**config.mk**
```make
export PLATFORM = sky130hd
export DESIGN_NAME = plist_cell
export DESIGN_NICKNAME = d
export VERILOG_FILES = /design/src/rtl/plist_pkg.sv /design/src/rtl/plist_cell.sv
export SDC_FILE = /design/constraint.sdc
export NUM_CORES = 1
export LEC_CHECK = 0
export ABC_AREA = 0
export BUFFER_PORTS_ARGS = -buffer_cell sky130_fd_sc_hd__buf_2
export CAP_MARGIN = 15
export CORE_MARGIN = 8
export CORE_UTILIZATION = 37
export CTS_BUF_LIST = sky130_fd_sc_hd__clkbuf_4 sky130_fd_sc_hd__clkbuf_8
export CTS_CLUSTER_SIZE = 40
export DETAILED_ROUTE_END_ITERATION = 10
export HOLD_SLACK_MARGIN = 0.1
export PLACE_DENSITY = 0.82
export SLEW_MARGIN = 20
export SYNTH_ARGS = -nofsm -noshare
export SYNTH_HDL_FRONTEND = slang
export SYNTH_SLANG_ARGS = --single-unit
```
**constraint.sdc**
```tcl
create_clock -name clk -period 1.88 [get_ports clk]
set_input_delay 0.188 -clock clk [delete_from_list [all_inputs] [get_ports clk]]
set_output_delay 0.188 -clock clk [all_outputs]
set_load 0.01 [all_outputs]
```
**src/rtl/plist_pkg.sv**
```systemverilog
// Shared types, codes and tree sizing helpers for the positional list engine.
package plist_pkg;

  localparam int unsigned DefaultCapacity = 64;
  localparam int unsigned ValueW = 32;
  localparam int unsigned PosW = 7;
  localparam int unsigned TreeFanIn = 8;

  localparam logic [1:0] ACT_READ   = 2'd0;
  localparam logic [1:0] ACT_INSERT = 2'd1;
  localparam logic [1:0] ACT_REMOVE = 2'd2;

  localparam logic [1:0] ST_OK    = 2'd0;
  localparam logic [1:0] ST_RANGE = 2'd1;
  localparam logic [1:0] ST_FULL  = 2'd2;

  typedef enum logic {
    S_IDLE,
    S_BUSY
  } plist_state_t;

  typedef struct packed {
    logic            ins;
    logic            rem;
    logic            rd;
    logic [PosW-1:0] pos;
  } plist_cmd_t;

  function automatic int unsigned tree_levels(input int unsigned n);
    int unsigned w;
    int unsigned l;
    w = n;
    l = 0;
    while (w > 1) begin
      w = (w + TreeFanIn - 1) / TreeFanIn;
      l = l + 1;
    end
    return l;
  endfunction

  function automatic int unsigned level_width(input int unsigned n, input int unsigned lvl);
    int unsigned w;
    w = n;
    for (int unsigned i = 0; i < lvl; i++) begin
      w = (w + TreeFanIn - 1) / TreeFanIn;
    end
    return w;
  endfunction

  function automatic int unsigned level_offset(input int unsigned n, input int unsigned lvl);
    int unsigned off;
    off = 0;
    for (int unsigned i = 0; i < lvl; i++) begin
      off = off + level_width(n, i);
    end
    return off;
  endfunction

endpackage

```
**src/rtl/plist_cell.sv**
```systemverilog
// One storage cell of the shifting chain: holds one entry and its read tap.
module plist_cell import plist_pkg::*; #(
  parameter int unsigned INDEX = 0
) (
  input  logic              clk,
  input  plist_cmd_t        cmd,
  input  logic [ValueW-1:0] value,
  input  logic [ValueW-1:0] left,
  input  logic [ValueW-1:0] right,
  output logic [ValueW-1:0] data,
  output logic [ValueW-1:0] tap
);

  logic eq;
  logic gt;
  logic ge;

  assign eq = (32'(cmd.pos) == INDEX);
  assign gt = (32'(cmd.pos) < INDEX);
  assign ge = eq || gt;

  always_ff @(posedge clk) begin
    if (cmd.ins && gt) begin
      data <= left;
    end else if (cmd.ins && eq) begin
      data <= value;
    end else if (cmd.rem && ge) begin
      data <= right;
    end
  end

  assign tap = (cmd.rd && eq) ? data : '0;

endmodule

```
==> flow_summary_export.csv <==
group,metric,value,unit
global_route,grt_usage,13.8,%
power,seqPwrFrac,54.9,%
clocking,clk_pin_slew,0.07,ns
synth,ys_types,11,
synth,syn-instance-count,107,
min_path,min_path_cells,2,
flow_run,cap_viol_max_count,0,
min_path,hp-class,"in -> reg",
power,netSwitchingFraction,19.5,%
synth,synth_compound_area_share,0.577,%
setup_path,crit_fanout,19,
power,power_switching,0.281,mW
power,p_total,1.44,mW
sta,rsz0062_at_grt,"no",
floorplan,start_util,37.5,%
setup_path,end_kind,"output port",
synth,ys_top_cells_by_area,"edfxtp_1 55%, mux2_4 26%, and2_1 12%",
synth,netlist.top_cell.by_area,"edfxtp_1",
clocking,cts_resized,0,
routing,wire_per_inst,16.5,microns
power,combPwrFrac,10.3,%
finish,largest_registers,"data x32",
global_route,grt_overflow,0,
sta,slew_violations,0,
global_route,antenna_found_initial,0,
finish,area_growth,48.4,%
routing,routed_wl,5.03,mm
synth,syn_nets,214,
sta,setup_tns,0,ns
finish,seq_area,961,sq um
global_route,grt_max_degree,33,
power,vdd_ir_drop_max,0.307,mV
routing,vias,1430,
min_path,hold_end,"data[29]",
clocking,ctsHoldBuffers,0,
finish,largest-register,"data",
synth,synth_top_family_by_area,"multiplexers",
floorplan,die_h,84.5,microns
sta,fmax,0.653,GHz
synth,syn_area,1740,sq um
synth,yosys.area_share.simple,14.0,%
clocking,clock_path_buffers,2,
clocking,postCtsSetupRepairBufs,0,
setup_path,cp.arrival,1.34,ns
floorplan,die_w,84.5,microns
finish,layout_commonest_cell,"buf_2",
placed_design,place_congestion,0.762,
floorplan,coreArea,4630,sq um
synth,ys_warn_count,0,
power,p_int,1.16,mW
finish,largest_register_ffs,32,
finish,multiInputGateArea,726,sq um
power,clock_power_share,34.9,%
status,status,"finished clean",
sta,setup_viol,0,
finish,final_cell_mix,"138 x buf_2, 32 x and2_1, 32 x edfxtp_1",
routing,drtIter0Drc,34,
finish,final_layout_size_suffix_gt1_share,73.3,%
finish,n_fill_cell,398,
synth,synth_mux_area_share,27.3,%
finish,nets,358,
finish,num_antenna_cells,0,
clocking,cts_root_buffer,"clkbuf_8",
routing,detail-route-antenna-nets,0,
floorplan,ios,171,
synth,synthAdderAreaFrac,0,%
power,power.leakage,1.37,nW
clocking,ctsHtreeMaxLevel,2,
placed_design,portBuffers,138,
floorplan,num_rows,25,
sta,post-route-min-period,1.53,ns
synth,netlist.area_leader.share,55.4,%
setup_path,crit_type,"in -> out",
clocking,clkSinkCount,32,
synth,syn_avg_cell_area,16.2,sq um
setup_path,critPathLaunchType,"input port",
sta,hold_viol,0,
synth,seq_area_frac_synth,55.4,%
sta,period_share,81.5,%
routing,via_per_inst,4.69,
clocking,cts_buffers,5,
min_path,min-delay-start,"right[29]",
clocking,cts_tree,"built",
power,powerDensity,559,nW/um^2
global_route,grt_pass1_wl,7.69,mm
routing,drcViolationCount,0,
synth,ys_ff_latch,32,
routing,first_pass_iters,4,
floorplan,die_area,7140,sq um
sta,relSlewSlack,76.6,%
setup_path,cp.required,1.69,ns
sta,worst_slew_pin_slew,0.349,ns
global_route,grt_pass1_vias,1646,
synth,synth_xor_area_share,0,%
[per-layer routing]
metal	up-vias	wire [microns]	global-route usage (%)
li1	675	-	-
met1	658	1770	12.7
met2	89	2520	24.1
met3	8	650	8.59
met4	0	83	5.34
met5	-	0	0
[final cells by class]
type / instances / area share [%]
flip-flops and latches: 32 / 37.3
clock buffers: 6 / 2.96
clock inverters: 1 / 0.194
multi-input cells: 69 / 28.2
well taps: 54 / 2.62
repair buffers: 143 / 28.8
[cell families after synthesis]
group,count (synthesis)
simple gates,36
buf+inv,6
compound gates,1
flops,32
mux,32
[through the flow]
stage | area (sq um) | hold slack (ns) | instances | setup WS [ns] | util, %
6_report | 2580 | 0.203 | 305 | 0.348 | 55.6
3_3_place_gp | 2490 | 0.487 | 298 | 0.301 | 53.9
4_1_cts | 2580 | 0.194 | 305 | 0.337 | 55.6
3_5_place_dp | 2490 | 0.492 | 298 | 0.262 | 53.9
2_1_floorplan | 1740 | 0.405 | 107 | 0.221 | -
5_1_grt | 2580 | 0.192 | 305 | 0.201 | 55.6
[worst max-delay path by stage]
stage	start	end	slack, ns	cells past startpoint
2_1_floorplan	cmd[5]	data[0]	0.22	2
3_3_place_gp	cmd[5]	data[18]	0.30	5
3_5_place_dp	cmd[1]	data[27]	0.26	5
4_1_cts	cmd[1]	tap[13]	0.34	6
5_1_grt	cmd[5]	tap[9]	0.20	6
6_report	cmd[1]	tap[13]	0.35	6
[power by group through the flow]
stage / combinational [mW] / sequential (mW) / clock (mW)
after floorplan: 0.0585 / 0.808 / 0
after global placement: 0.143 / 0.806 / 0
after detailed placement: 0.150 / 0.806 / 0
after CTS: 0.150 / 0.791 / 0.520
after global routing: 0.160 / 0.790 / 0.548
final: 0.148 / 0.791 / 0.503
[critical path, stage by stage]
cell and delay (ns):
buf_2 0.12, nor4_4 0.33, and3_1 0.22, buf_4 0.20
and2_1 0.15, buf_2 0.13
[cells in the mapped netlist (all sizes together)]
library cell	instances
buf	3
clkbuf	3
mux2	32
nand3	1
nor4	1
nor3	1
o211a	1
and2	32
edfxtp	32
and3	1
No activity file was read; power rests on OpenSTA's default activity.
